--- src/hdl/alc_pkg.sv ---
// alc_pkg: payload types, constants and the divide-by-255 helper for the
// layer alpha compositor; no dependencies
package alc_pkg;

   localparam int CHAN_W       = 8;
   localparam int PIXEL_W      = 32;
   localparam int COUNT_W      = 4;
   localparam int SUM_W        = 17;
   localparam int LAYER_INPUTS = 9;

   localparam logic [CHAN_W-1:0]  PAPER_LEVEL = 8'hFF;
   localparam logic [CHAN_W-1:0]  FULL_ALPHA  = 8'hFF;
   localparam logic [COUNT_W-1:0] COUNT_RESET = 4'd2;

   typedef struct packed {
      logic [PIXEL_W-1:0] layer1_pixel;
      logic [PIXEL_W-1:0] layer2_pixel;
      logic [PIXEL_W-1:0] layer3_pixel;
      logic [PIXEL_W-1:0] layer4_pixel;
      logic [PIXEL_W-1:0] layer5_pixel;
      logic [PIXEL_W-1:0] layer6_pixel;
      logic [PIXEL_W-1:0] layer7_pixel;
      logic [PIXEL_W-1:0] layer8_pixel;
      logic [PIXEL_W-1:0] layer9_pixel;
   } req_payload_type;

   typedef struct packed {
      logic [CHAN_W-1:0] out_red;
      logic [CHAN_W-1:0] out_green;
      logic [CHAN_W-1:0] out_blue;
   } rsp_payload_type;

   // what travels down the layer chain with each pixel
   typedef struct packed {
      req_payload_type      pixels;
      logic [COUNT_W-1:0]   count;
      rsp_payload_type      color;
   } pipe_item_type;

   function automatic logic [PIXEL_W-1:0] layer_pixel(input req_payload_type p,
                                                      input int idx);
      logic [PIXEL_W-1:0] px;
      case (idx)
         1:       px = p.layer1_pixel;
         2:       px = p.layer2_pixel;
         3:       px = p.layer3_pixel;
         4:       px = p.layer4_pixel;
         5:       px = p.layer5_pixel;
         6:       px = p.layer6_pixel;
         7:       px = p.layer7_pixel;
         8:       px = p.layer8_pixel;
         9:       px = p.layer9_pixel;
         default: px = '0;
      endcase
      return px;
   endfunction

   // floor(x/255), exact for x up to 255*255
   function automatic logic [CHAN_W-1:0] div255(input logic [SUM_W-1:0] x);
      logic [SUM_W-1:0] t;
      t = x + SUM_W'(1) + SUM_W'(x[SUM_W-1:8]);
      return t[15:8];
   endfunction

endpackage

--- src/hdl/alc_layer_stage.sv ---
// alc_layer_stage: one layer of the compositing chain, two register stages
// (weighted sums, then divide by 255); depends on alc_pkg
module alc_layer_stage import alc_pkg::*; #(
   parameter int SLOT_NUM = 1
) (
   input  logic          clock,
   input  logic          reset,
   input  logic          in_valid,
   input  pipe_item_type in_item,
   output logic          out_valid,
   output pipe_item_type out_item
);

   logic [PIXEL_W-1:0] px;
   logic [CHAN_W-1:0]  alpha;
   logic [CHAN_W-1:0]  inv_alpha;
   logic [SUM_W-1:0]   sum_r_in, sum_g_in, sum_b_in;
   logic [SUM_W-1:0]   sum_r_ff, sum_g_ff, sum_b_ff;
   logic               valid_a_ff;
   req_payload_type    pixels_a_ff;
   logic [COUNT_W-1:0] count_a_ff;
   logic               valid_b_ff;
   pipe_item_type      item_b_ff;
   pipe_item_type      item_b_in;

   // a layer outside the count blends with alpha 0, which leaves the color as is
   always_comb begin
      px        = layer_pixel(in_item.pixels, SLOT_NUM);
      alpha     = (COUNT_W'(SLOT_NUM) < in_item.count) ? px[31:24] : '0;
      inv_alpha = FULL_ALPHA - alpha;
      sum_r_in  = SUM_W'(px[7:0]) * SUM_W'(alpha)
                + SUM_W'(in_item.color.out_red) * SUM_W'(inv_alpha);
      sum_g_in  = SUM_W'(px[15:8]) * SUM_W'(alpha)
                + SUM_W'(in_item.color.out_green) * SUM_W'(inv_alpha);
      sum_b_in  = SUM_W'(px[23:16]) * SUM_W'(alpha)
                + SUM_W'(in_item.color.out_blue) * SUM_W'(inv_alpha);
   end

   always_ff @(posedge clock) begin
      if (reset) begin
         valid_a_ff <= 1'b0;
      end else begin
         valid_a_ff <= in_valid;
      end
      sum_r_ff    <= sum_r_in;
      sum_g_ff    <= sum_g_in;
      sum_b_ff    <= sum_b_in;
      pixels_a_ff <= in_item.pixels;
      count_a_ff  <= in_item.count;
   end

   always_comb begin
      item_b_in.pixels          = pixels_a_ff;
      item_b_in.count           = count_a_ff;
      item_b_in.color.out_red   = div255(sum_r_ff);
      item_b_in.color.out_green = div255(sum_g_ff);
      item_b_in.color.out_blue  = div255(sum_b_ff);
   end

   always_ff @(posedge clock) begin
      if (reset) begin
         valid_b_ff <= 1'b0;
      end else begin
         valid_b_ff <= valid_a_ff;
      end
      item_b_ff <= item_b_in;
   end

   assign out_valid = valid_b_ff;
   assign out_item  = item_b_ff;

endmodule

--- config.mk ---
export PLATFORM = sky130hd
export DESIGN_NAME = alc_layer_stage
export DESIGN_NICKNAME = d
export VERILOG_FILES = /design/src/hdl/alc_pkg.sv /design/src/hdl/alc_layer_stage.sv
export SDC_FILE = /design/constraint.sdc
export NUM_CORES = 1
export LEC_CHECK = 0
export ABC_AREA = 1
export BUFFER_PORTS_ARGS = -buffer_cell sky130_fd_sc_hd__clkbuf_2
export CAP_MARGIN = 20
export CORE_MARGIN = 4
export CORE_UTILIZATION = 40
export CTS_CLUSTER_SIZE = 10
export DETAILED_ROUTE_END_ITERATION = 6
export PLACE_DENSITY = 0.66
export SYNTH_ARGS = -nofsm -noshare
export SYNTH_HDL_FRONTEND = slang
export SYNTH_SLANG_ARGS = --single-unit
--- constraint.sdc ---
create_clock -name clock -period 7.7 [get_ports clock]
set_input_delay 1.54 -clock clock [delete_from_list [all_inputs] [get_ports clock]]
set_output_delay 1.54 -clock clock [all_outputs]
set_load 0.005 [all_outputs]
After elaboration in Yosys (flattened, before gate mapping)
Index checks and enable logic that the tools add are counted.
{"block": "totals", "mem_count": 0, "elab_cells": 46, "ram_bits": 0, "output_inout_bits": 317, "reg_bits": 661, "input_bits": 319, "latch_bits": 0, "rom_bits": 0}
{"block": "op_classes", "n_shift": 0, "mul": 6, "n_eq_ne": 0, "n_lt_le_gt_ge": 1, "n_div": 0, "n_addsub": 10, "bitwise_logic": 0, "mux": 1, "n_reduce_logical": 0}
{"cell": "8-bit by 8-bit multiplier with 16-bit output", "count": 6}
{"cell": "16-bit by 16-bit adder with 17-bit output", "count": 3}
{"cell": "16-bit by 1-bit adder with 16-bit output, second input constant", "count": 3}
{"cell": "16-bit by 9-bit adder with 16-bit output", "count": 3}
{"cell": "8-bit two-way mux", "count": 1}
{"cell": "8-bit subtractor, first input constant", "count": 1}
{"cell": "1-bit by 4-bit less-than comparator with 1-bit output, first input constant", "count": 1}

Longest topological paths before layout
Gate-level depths: netlist (run 1).
{"block": "depth", "ltp_word": 5, "mapped_depth": 26, "depth_no_buf": 25}

Worst setup path after synthesis (run 1)
Ideal clock, no wire load.
{"block": "synth_path", "kind": "input-to-reg", "startpoint": "input port in_item[25] (netlist name)", "endpoint": "register sum_g_ff[15]", "arrival_ns": 6.159, "path_buffers": 1, "cell_stages": 22, "path_slack_ns": 1.429, "path_cell_list": "nor3_4 inv_4 nand2_4 buf_2 nor2_1 fa_1 inv_1 fa_1 inv_1 fa_1 fa_1 fa_1 inv_1 fa_1 inv_1 ha_1 a21oi_1 nand2_1 a21oi_1 nand2_1 nand2_1 nand2_1"}
{"block": "synth_between", "elab_chain_len": 5}
{"element": "from (decl)", "line": "alc_layer_stage.sv:9", "text": "input pipe_item_type in_item,"}
{"element": "1-bit by 4-bit less-than comparator with 1-bit output *", "line": "alc_layer_stage.sv:29", "text": "alpha = (COUNT_W'(SLOT_NUM) < in_item.count) ? px[31:24] : '0;"}
{"element": "8-bit two-way mux *", "line": "alc_layer_stage.sv:29"}
{"element": "8-bit subtractor", "line": "alc_layer_stage.sv:30", "text": "inv_alpha = FULL_ALPHA - alpha;"}
{"element": "8-bit by 8-bit multiplier with 16-bit output", "line": "alc_layer_stage.sv:34", "text": "+ SUM_W'(in_item.color.out_green) * SUM_W'(inv_alpha);"}
{"element": "16-bit by 16-bit adder with 17-bit output *", "line": "alc_layer_stage.sv:34"}
{"element": "via sum_g_in[15]", "line": "alc_layer_stage.sv:17", "text": "logic [SUM_W-1:0] sum_r_in, sum_g_in, sum_b_in;"}
{"element": "to (signal assigned)", "line": "alc_layer_stage.sv:46", "text": "sum_g_ff <= sum_g_in;"}
{"element": "to (decl)", "line": "alc_layer_stage.sv:18", "text": "logic [SUM_W-1:0] sum_r_ff, sum_g_ff, sum_b_ff;"}
Mark *: on every way through the listed nets, which the timed path passes. The rest lies on a longest branch.
A chain may end at the register's enable or synchronous reset.

Worst setup path in the final report (run 1)
{"block": "layout_path", "startpoint": "input port in_item[25] (netlist name)", "endpoint": "register sum_g_ff[16]"}
The elaborated chain is that of the path after synthesis.

==> impl_metrics.env, run 1 <==
export IMPL_status="completed"
export IMPL_cts_hold_buf=0
export IMPL_cp_top_family="adder cells"
export IMPL_grt_overflow=0
export IMPL_antenna_found_initial=11
export IMPL_synth_edf_count=0
export IMPL_areaGrowthSynthToFinish_pct=23.05
export IMPL_path_buf_inv=7
export IMPL_cts_setup_buffers=0
export IMPL_cts_tree="yes"
export IMPL_cts_buffers=79
export IMPL_end_kind="flip-flop"
export IMPL_clkLatencyLatePin_ns=0.64
export IMPL_layout_nets=4384
export IMPL_netlist_instances=2862
export IMPL_relSlewSlack=0.5311
export IMPL_drive_gt1_frac=0.2121
export IMPL_wl_mm=80.40
export IMPL_setup_viol=0
export IMPL_h_tree_depth=3
export IMPL_clk_pin_slew_ns=0.05
export IMPL_p_leak_nw=19.09
export IMPL_wl_per_cell_um=17.77
export IMPL_drt_first_iter_violations=1057
export IMPL_worst_setup_path_start_kind="input port"
export IMPL_yosys_warnings=0
export IMPL_crit_type="input port to flip-flop"
export IMPL_cts_root_buf="clkbuf_16"
export IMPL_fmax_ghz=0.1570
export IMPL_path_common_cell="fa_1"
export IMPL_grt_max_degree=31
export IMPL_drc=0
export IMPL_worst_pin_slew_ns=0.7023
export IMPL_cap_violations=0
export IMPL_rows=97
export IMPL_ctsResizeCount=0
export IMPL_dp_hpwl_mm=65.64
export IMPL_die_area_um2=75940
export IMPL_period_share=0.8274
export IMPL_track_usage=0.2108
export IMPL_final_hold_viol_count=0
export IMPL_synth_distinct_cells=27
export IMPL_crit_chain="clkbuf_2, nor3_4, inv_4, nand2_2, inv_2, nor2_1, fa_1, inv_1, fa_1, inv_1, fa_1, fa_1, fa_1, inv_1, fa_1, inv_1, ha_1, nand2_1, nand3b_1, nand2_1, nand2_1, nand3b_1, nand2_1"
export IMPL_max_stage_delay_ns=0.56
export IMPL_fin_area_um2=35240
export IMPL_crit_required_ns=8.20
export IMPL_fin_tns_setup_ns=0
export IMPL_irDropWorstVdd_mv=0.3489
export IMPL_powerDensity_nw_per_um2=447.3
export IMPL_crit_path_top_delay_cell="fa_1"
export IMPL_ant_nets=0
export IMPL_crit_arrival_ns=6.88
export IMPL_cts_path_max_buffers=3
export IMPL_vias=20160
export IMPL_period_minus_slack_ns=6.371
export IMPL_path_max_fanout=24
export IMPL_core_um2=70510
export IMPL_die_y_um=275.6
export IMPL_cts_sinks=661
export IMPL_clock_skew_ns=0.04174
export IMPL_grt_pass1_vias=20990
export IMPL_gp_congestion=0.9141
export IMPL_die_w_um=275.6
export IMPL_numPortBuffers=635
export IMPL_drtPass1Iterations=5
export IMPL_rsz0062_at_grt="no"
export IMPL_viasPerCell=4.456
export IMPL_yosysSeqAreaShare=0.4621
export IMPL_ff_latch_area_um2=13230
export IMPL_ys_flop_type="dfxtp_1"
export IMPL_initial_core_util=0.4061
export IMPL_place_area_um2=32870
export IMPL_io_pins=636
export IMPL_multi_input_area_um2=12880
export IMPL_synth_seq_cells=661
export IMPL_fill_cells=6449
export IMPL_hp_class="flip-flop to flip-flop"
export IMPL_syn_area_per_cell_um2=10.01
export IMPL_grt_pass1_wl_mm=121.0
export IMPL_synth_async_sr_flop_share=0
export IMPL_timing_final_max_slew_violations=0
export IMPL_syn_cell_area_um2=28640
## power by group
part / switching, mW / internal, mW / leakage [nW] / total (mW)
Combinational: 5.06 / 3.23 / 12.4 / 8.30
Sequential: 0.185 / 3.90 / 5.58 / 4.08
Clock: 1.41 / 1.97 / 1.13 / 3.38
Total: 6.66 / 9.10 / 19.1 / 15.8
## cells in the final DEF, fill, tap and decap left out, types with 10 or more instances in the layout
master and instances:
nand3_1 48, inv_1 610, o21ai_0 11, nor2_1 319
a21oi_1 40, clkbuf_2 635, fa_1 291, and2_1 12
nor3_1 14, dfxtp_1 661, xor2_1 16, buf_4 10
nand4_1 15, clkbuf_16 79, nand2_1 534, ha_1 216
## final cells by class
class,instances,share of cell area
antenna,6,0.0004261
clock buffer,89,0.05830
clock inverter,13,0.008415
inverter,619,0.06601
multi-input combinational,1552,0.3656
sequential,661,0.3755
tap,940,0.03338
timing repair buffer,645,0.09232
## flip-flops by register name, indices dropped and copies added, names as in the netlist
| register | cells |
|---|---|
| item_b_in | 288 |
| valid_a_ff | 1 |
| sum_b_ff | 17 |
| sum_g_ff | 17 |
| sum_r_ff | 17 |
| out_valid | 1 |
| out_item | 316 |
| count_a_ff | 4 |
## cells in the mapped netlist, types with 11 or more instances
cell / n / area share
a21oi_1: 40 / 0.0070
and2_1: 12 / 0.0026
buf_2: 21 / 0.0037
dfxtp_1: 661 / 0.46
fa_1: 291 / 0.20
ha_1: 216 / 0.094
inv_1: 610 / 0.080
nand2_1: 534 / 0.070
nand3_1: 48 / 0.0084
nand4_1: 15 / 0.0033
nor2_1: 319 / 0.042
nor3_1: 14 / 0.0024
o21ai_0: 11 / 0.0019
xor2_1: 16 / 0.0049
## metal layers
| metal | part of all wire | GRT usage |
|---|---|---|
| met5 | 0.00050 | 0 |
| met1 | 0.38 | 0.2462 |
| met2 | 0.50 | 0.3741 |
| met4 | 0.038 | 0.07829 |
| met3 | 0.076 | 0.05311 |
## worst register-to-register path, stage by stage, from the launching register on
cell and delay [ns]:
dfxtp_1 0.32, ha_1 0.35, inv_1 0.08, o21bai_1 0.24
nand2_1 0.12, or2_1 0.24, nand3_1 0.08, nand2_1 0.06
## final timing paths
path | start | end | slack, ns | cells after the start
max reg2reg | sum_r_ff[16] | out_item[23] | 6.10 | 7
min reg2reg | item_b_in[168] | out_item[168] | 0.29 | 0
min | item_b_in[168] | out_item[168] | 0.29 | 0
max | in_item[25] | sum_g_ff[16] | 1.33 | 23
## metrics by stage
step | total power [mW] | instances | utilization | hold slack, ns | setup slack (ns)
floorplan | 10.54 | 2864 | - | 0.3096 | 1.429
global placement | 12.45 | 4417 | 0.4662 | 0.3097 | 0.8247
detailed placement | 12.51 | 4417 | 0.4662 | 0.3121 | 0.7450
CTS | 15.98 | 4519 | 0.4995 | 0.2856 | 1.411
global route | 17.57 | 4519 | 0.4995 | 0.2844 | 1.003
finish | 15.76 | 4525 | 0.4997 | 0.2868 | 1.329
## logic make-up (layout without fill, tap and decap cells)
kind of cell | Yosys count | after routing | synth area share
DFF | 661 | 661 | 0.4621
other | 1 | 9 | 0.0001309
AOI/OAI and AO/OA | 53 | 53 | 0.009437
xor gates and xnor gates | 24 | 24 | 0.007340
adders and majority gates | 507 | 507 | 0.2978
and+or+nand+nor | 965 | 965 | 0.1349
buffers and inverters | 651 | 1366 | 0.08830
Note: power is estimated with default switching activity, not from simulation.
==> run 2: changes to the inputs <==
--- a/config.mk
+++ b/config.mk
@@ -12,7 +12,7 @@
 export CORE_UTILIZATION = 40
 export CTS_CLUSTER_SIZE = 10
 export DETAILED_ROUTE_END_ITERATION = 6
-export PLACE_DENSITY = 0.66
+export PLACE_DENSITY = 0.68
 export SYNTH_ARGS = -nofsm -noshare
 export SYNTH_HDL_FRONTEND = slang
 export SYNTH_SLANG_ARGS = --single-unit
==> constraint.sdc (replaced) <==
create_clock -name clock -period 5.7 [get_ports clock]
set_input_delay 1.14 -clock clock [delete_from_list [all_inputs] [get_ports clock]]
set_output_delay 1.14 -clock clock [all_outputs]
set_load 0.005 [all_outputs]
==> run 2 against run 1 <==
Effect of this change: sequential share of layout area down 1.4 points; largest power group unchanged; final area up 3.8%; via count up 3.6%; largest cell class unchanged; flip-flop and latch count unchanged; global-route usage up 1.4 points; die area unchanged; clock power up 30%; sequential power up 36%.
==> impl_metrics.env, run 2 (synthesized netlist as in run 1, its figures left out) <==
export IMPL_grt_overflow=0
export IMPL_end_kind="flip-flop"
export IMPL_crit_arrival_ns=6.05
export IMPL_worst_setup_path_start_kind="input port"
export IMPL_status="completed"
export IMPL_place_area_um2=34280
export IMPL_irDropWorstVdd_mv=0.6228
export IMPL_cts_buffers=78
export IMPL_final_core_utilization=0.5185
export IMPL_fill_cells=6331
export IMPL_path_buf_inv=9
export IMPL_numPortBuffers=635
export IMPL_power_switching_mw=9.802
export IMPL_clockPowerShare=0.184
export IMPL_die_y_um=275.6
export IMPL_wl_mm=86.44
export IMPL_fmax_ghz=0.1803
export IMPL_seqPwrFrac=0.232
export IMPL_drc=0
export IMPL_met1Wirelength_mm=33.50
export IMPL_period_minus_slack_ns=5.545
export IMPL_cts_setup_buffers=0
export IMPL_setup_slack_ns=0.1547
export IMPL_die_w_um=275.6
export IMPL_grt_pass1_vias=21380
export IMPL_drtPass1Iterations=5
export IMPL_multi_input_area_um2=13160
export IMPL_dp_hpwl_mm=72.19
export IMPL_timing_final_max_slew_violations=0
export IMPL_hp_class="flip-flop to flip-flop"
export IMPL_cts_tree="yes"
export IMPL_intPower_mw=14.11
export IMPL_max_stage_delay_ns=0.55
export IMPL_clock_skew_ns=0.02397
export IMPL_grt_pass1_wl_mm=127.2
export IMPL_timing_rr_start="sum_b_ff[16]"
export IMPL_clkLatencyLatePin_ns=0.63
export IMPL_track_usage=0.2246
export IMPL_r2r_end="out_item[7]"
export IMPL_clk_pin_slew_ns=0.05
export IMPL_final_common_cell="dfxtp_1"
export IMPL_rows=97
export IMPL_vias=20890
export IMPL_dr_wl_met2_mm=42.41
export IMPL_p_comb_frac=0.584
export IMPL_viasPerCell=4.492
export IMPL_hold_depth=0
export IMPL_gp_congestion=0.8989
export IMPL_cap_violations=0
export IMPL_cp_top_family="adder cells"
export IMPL_final_hold_viol_count=0
export IMPL_areaGrowthSynthToFinish_pct=27.67
export IMPL_cts_path_max_buffers=3
export IMPL_wl_met3_mm=6.707
export IMPL_core_um2=70510
export IMPL_reg2reg_slack_ns=4.09
export IMPL_ant_nets=0
export IMPL_path_max_fanout=17
export IMPL_holdPathEnd="out_item[191]"
export IMPL_crit_type="input port to flip-flop"
export IMPL_fin_tns_setup_ns=0
export IMPL_crit_required_ns=6.21
export IMPL_p_leak_nw=19.72
export IMPL_min_from="item_b_in[191]"
export IMPL_setup_viol=0
export IMPL_h_tree_depth=3
export IMPL_sw_frac_of_total=0.4100
export IMPL_layout_nets=4511
export IMPL_rsz0062_at_grt="yes"
export IMPL_powerDensity_nw_per_um2=654.0
export IMPL_layout_common_cells="661 x dfxtp_1, 635 x clkbuf_2, 609 x inv_1"
export IMPL_antenna_found_initial=16
export IMPL_cp_depth=25
export IMPL_cts_sinks=661
export IMPL_io_pins=636
export IMPL_crit_path_top_delay_cell="fa_1"
export IMPL_maxUsedRoutingLayer="met5"
export IMPL_drive_gt1_frac=0.2491
export IMPL_fin_area_um2=36560
export IMPL_reg2reg_depth=7
export IMPL_die_area_um2=75940
export IMPL_initial_core_util=0.4061
export IMPL_cts_root_buf="clkbuf_16"
export IMPL_period_share=0.9729
export IMPL_ff_latch_area_um2=13230
export IMPL_hold_slack_ns=0.3027
export IMPL_grt_max_degree=25
export IMPL_preCtsSetupSlack_ns=-0.5108
export IMPL_drt_first_iter_violations=1155
export IMPL_wl_per_cell_um=18.59
export IMPL_largest_reg_flops=316
-- run 2: changes by cell type in the layout (fill, tap and decap cells not counted), moves of 6 or more --
| cell | change |
|---|---|
| ha_4 | +14 |
| a21oi_1 | -12 |
| nor2_1 | -6 |
| a21oi_2 | +12 |
| buf_4 | +111 |
| ha_1 | -14 |
| buf_12 | +15 |
-- run 2: metal layers --
metal,vias up,track usage
met4,8,0.09621
met5,-,0
met2,723,0.3849
met1,9981,0.2673
li1,10010,-
met3,161,0.05894
-- run 2: area by class of cell --
class	instances	share of cell area
Antenna cell	8	0.0005476
Clock buffer	86	0.05503
Clock inverter	11	0.005715
Inverter	619	0.06389
Multi-Input combinational cell	1552	0.3600
Sequential cell	661	0.3619
Tap cell	940	0.03217
Timing Repair Buffer	773	0.1207
-- run 2: power by group through the flow --
| stage | combinational, mW | clock [mW] | sequential (mW) |
|---|---|---|---|
| final | 14.0 | 4.41 | 5.54 |
| after global routing | 16.1 | 4.71 | 5.58 |
| after CTS | 14.1 | 4.51 | 5.54 |
| after detailed placement | 14.0 | 0 | 5.63 |
| after global placement | 13.8 | 0 | 5.63 |
| after floorplan | 9.67 | 0 | 5.54 |
-- run 2: worst max-delay path by stage --
stage / start / endpoint
2_1_floorplan: in_item[26] / sum_g_ff[15]
3_5_place_dp: in_item[25] / sum_g_ff[16]
3_3_place_gp: in_item[25] / sum_b_ff[12]
5_1_grt: in_item[27] / sum_g_ff[16]
4_1_cts: in_item[25] / sum_b_ff[8]
6_report: in_item[27] / sum_g_ff[16]
-- run 2: timing repair --
action | 4_1_cts | 5_1_grt
hold buffers | 0 | 0
endpoints found under the setup margin | 0 | 19
gates resized for setup | 0 | 16
-- run 2: worst register-to-register path, stage by stage (launching register included) --
cell and delay, ns:
dfxtp_1 0.33, ha_1 0.35, inv_1 0.08, o21bai_1 0.24, nand2_1 0.11, or2_1 0.23
nand3_1 0.08, nand2_1 0.07
-- run 2: through the flow --
step / instances / total power, mW
after floorplan: 2864 / 15.21
after global placement: 4545 / 19.43
after detailed placement: 4545 / 19.61
after CTS: 4642 / 24.13
after global routing: 4645 / 26.39
final: 4650 / 23.91
==> run 3: changes to the inputs <==
--- a/config.mk
+++ b/config.mk
@@ -8,11 +8,13 @@
 export ABC_AREA = 1
 export BUFFER_PORTS_ARGS = -buffer_cell sky130_fd_sc_hd__clkbuf_2
 export CAP_MARGIN = 20
+export CELL_PAD_IN_SITES_DETAIL_PLACEMENT = 2
+export CELL_PAD_IN_SITES_GLOBAL_PLACEMENT = 2
 export CORE_MARGIN = 4
-export CORE_UTILIZATION = 40
+export CORE_UTILIZATION = 30
 export CTS_CLUSTER_SIZE = 10
 export DETAILED_ROUTE_END_ITERATION = 6
-export PLACE_DENSITY = 0.68
+export PLACE_DENSITY = 0.79
 export SYNTH_ARGS = -nofsm -noshare
 export SYNTH_HDL_FRONTEND = slang
 export SYNTH_SLANG_ARGS = --single-unit
==> run 3 against run 2 <==
Effect of this change: non-clock buffer count up 52; clock skew increased by 0.0024 ns; clock power is 8.4% higher; maximum frequency shrank 1.3%; power up 6.7%; core utilization decreased by 12 points; setup slack worse by 0.076 ns; clock-buffer cell count grew 6; critical path type unchanged; largest power group unchanged.
==> impl_metrics.env, run 3 (synthesized netlist as in run 1, its figures left out) <==
export IMPL_clk_pin_slew_ns=0.05
export IMPL_use_met3=0.04744
export IMPL_clkLatencyLatePin_ns=0.65
export IMPL_drc=0
export IMPL_vias=22000
export IMPL_met2_usage=0.4162
export IMPL_ff_latch_area_um2=13230
export IMPL_areaGrowthSynthToFinish_pct=31.72
export IMPL_cts_path_max_buffers=3
export IMPL_path_common_cell="fa_1"
export IMPL_crit_path_top_delay_cell="fa_1"
export IMPL_timing_final_max_slew_violations=0
export IMPL_layout_common_cells="661 x dfxtp_1, 635 x clkbuf_2, 609 x inv_1"
export IMPL_period_share=0.9861
export IMPL_track_usage=0.2167
export IMPL_p_leak_nw=20.08
export IMPL_crit_required_ns=6.22
export IMPL_dpl_cell_count=4917
export IMPL_final_hold_viol_count=0
export IMPL_h_tree_depth=3
export IMPL_io_pins=636
export IMPL_wl_mm=110.5
export IMPL_core_um2=94870
export IMPL_path_max_fanout=8
export IMPL_cts_sinks=661
export IMPL_reg2reg_depth=9
export IMPL_final_core_utilization=0.3976
export IMPL_layout_nets=4565
export IMPL_cts_root_buf="clkbuf_16"
export IMPL_cts_tree="yes"
export IMPL_worst_setup_path_start_kind="input port"
export IMPL_grt_pass1_wl_mm=161.2
export IMPL_clock_skew_ns=0.02634
export IMPL_initial_core_util=0.3019
export IMPL_grt_pass1_vias=25570
export IMPL_die_y_um=317.0
export IMPL_largest_reg_flops=316
export IMPL_drive_gt1_frac=0.2673
export IMPL_place_area_um2=35070
export IMPL_drtPass1Iterations=5
export IMPL_reg2reg_slack_ns=3.98
export IMPL_grt_max_degree=19
export IMPL_rsz0062_at_grt="yes"
export IMPL_powerDensity_nw_per_um2=676.5
export IMPL_cap_violations=0
export IMPL_ant_nets=0
export IMPL_total_power_mw=25.52
export IMPL_stdcell_count=5034
export IMPL_gp_congestion=0.8479
export IMPL_wl_per_cell_um=21.96
export IMPL_r2r_end="out_item[5]"
export IMPL_period_minus_slack_ns=5.621
export IMPL_numPortBuffers=635
export IMPL_fill_cells=10310
export IMPL_busiest_layer="met2"
export IMPL_die_w_um=317.0
export IMPL_max_stage_delay_ns=0.53
export IMPL_viasPerCell=4.371
export IMPL_holdPathEnd="out_item[279]"
export IMPL_fmax_ghz=0.1779
export IMPL_status="completed"
export IMPL_hp_class="flip-flop to flip-flop"
export IMPL_min_from="item_b_in[279]"
export IMPL_grt_use_met1=0.2278
export IMPL_crit_arrival_ns=6.14
export IMPL_end_kind="flip-flop"
export IMPL_fin_area_um2=37720
export IMPL_dp_hpwl_mm=91.36
export IMPL_rows=113
export IMPL_timing_rr_start="sum_b_ff[10]"
export IMPL_multi_input_area_um2=13280
export IMPL_antenna_found_initial=21
export IMPL_crit_type="input port to flip-flop"
export IMPL_hold_depth=0
export IMPL_die_area_um2=100500
export IMPL_drt_first_iter_violations=815
export IMPL_cts_buffers=80
export IMPL_irDropWorstVdd_mv=0.5320
export IMPL_fin_tns_setup_ns=0
export IMPL_grt_overflow=0
export IMPL_setup_viol=0
export IMPL_final_common_cell="dfxtp_1"
## run 3: worst max-delay path: cells and delay by family
family | cells | cell delay (ns)
adder cells (fa/ha/maj) | 7 | 3.25
AND/OR/NAND/NOR | 9 | 0.95
buffers and inverters | 9 | 0.77
## run 3: how the worst max path moves through the flow
stage | startpoint | to | slack [ns] | depth (start not counted)
floorplan | in_item[26] | sum_g_ff[15] | -0.03 | 23
detailed placement | in_item[26] | sum_r_ff[8] | -0.90 | 20
global route | in_item[26] | sum_r_ff[15] | -0.14 | 26
finish | in_item[26] | sum_b_ff[15] | 0.08 | 25
global placement | in_item[27] | sum_r_ff[13] | -0.68 | 24
CTS | in_item[26] | sum_b_ff[15] | -0.006 | 22
## run 3: area by class of cell
type / count / share of cell area
multi-input combinational: 1552 / 0.3519
sequential: 661 / 0.3508
timing repair buffer: 825 / 0.1292
inverter: 619 / 0.06232
clock buffer: 92 / 0.05533
tap: 1265 / 0.04196
clock inverter: 15 / 0.008193
antenna: 5 / 0.0003317
## run 3: metal layers
metal  routed length [um]  vias up
met2                59410      538
met4                 4573       26
li1                     -    10140
met5                  177        -
met3                 6615      182
met1                39760    11120
## run 3: power by group
part	switching, mW	internal, mW	leakage, nW
Sequential	0.286	5.27	5.58
Clock	2.00	2.78	1.16
Combinational	8.50	6.68	13.3
Total	10.8	14.7	20.1
## run 3: metrics by stage
stage | setup slack [ns] | hold slack, ns
after floorplan | -0.03492 | 0.3096
after global placement | -0.6775 | 0.3097
after detailed placement | -0.8964 | 0.3132
after CTS | -0.006325 | 0.3120
after global routing | -0.1431 | 0.3112
final | 0.07909 | 0.3083
## run 3: repair_timing
item	4_1_cts	5_1_grt
buffers inserted	0	5
setup endpoints to repair	25	29
resized for setup	7	45
cloned	0	0
pin swaps	0	6
hold buffers	0	0
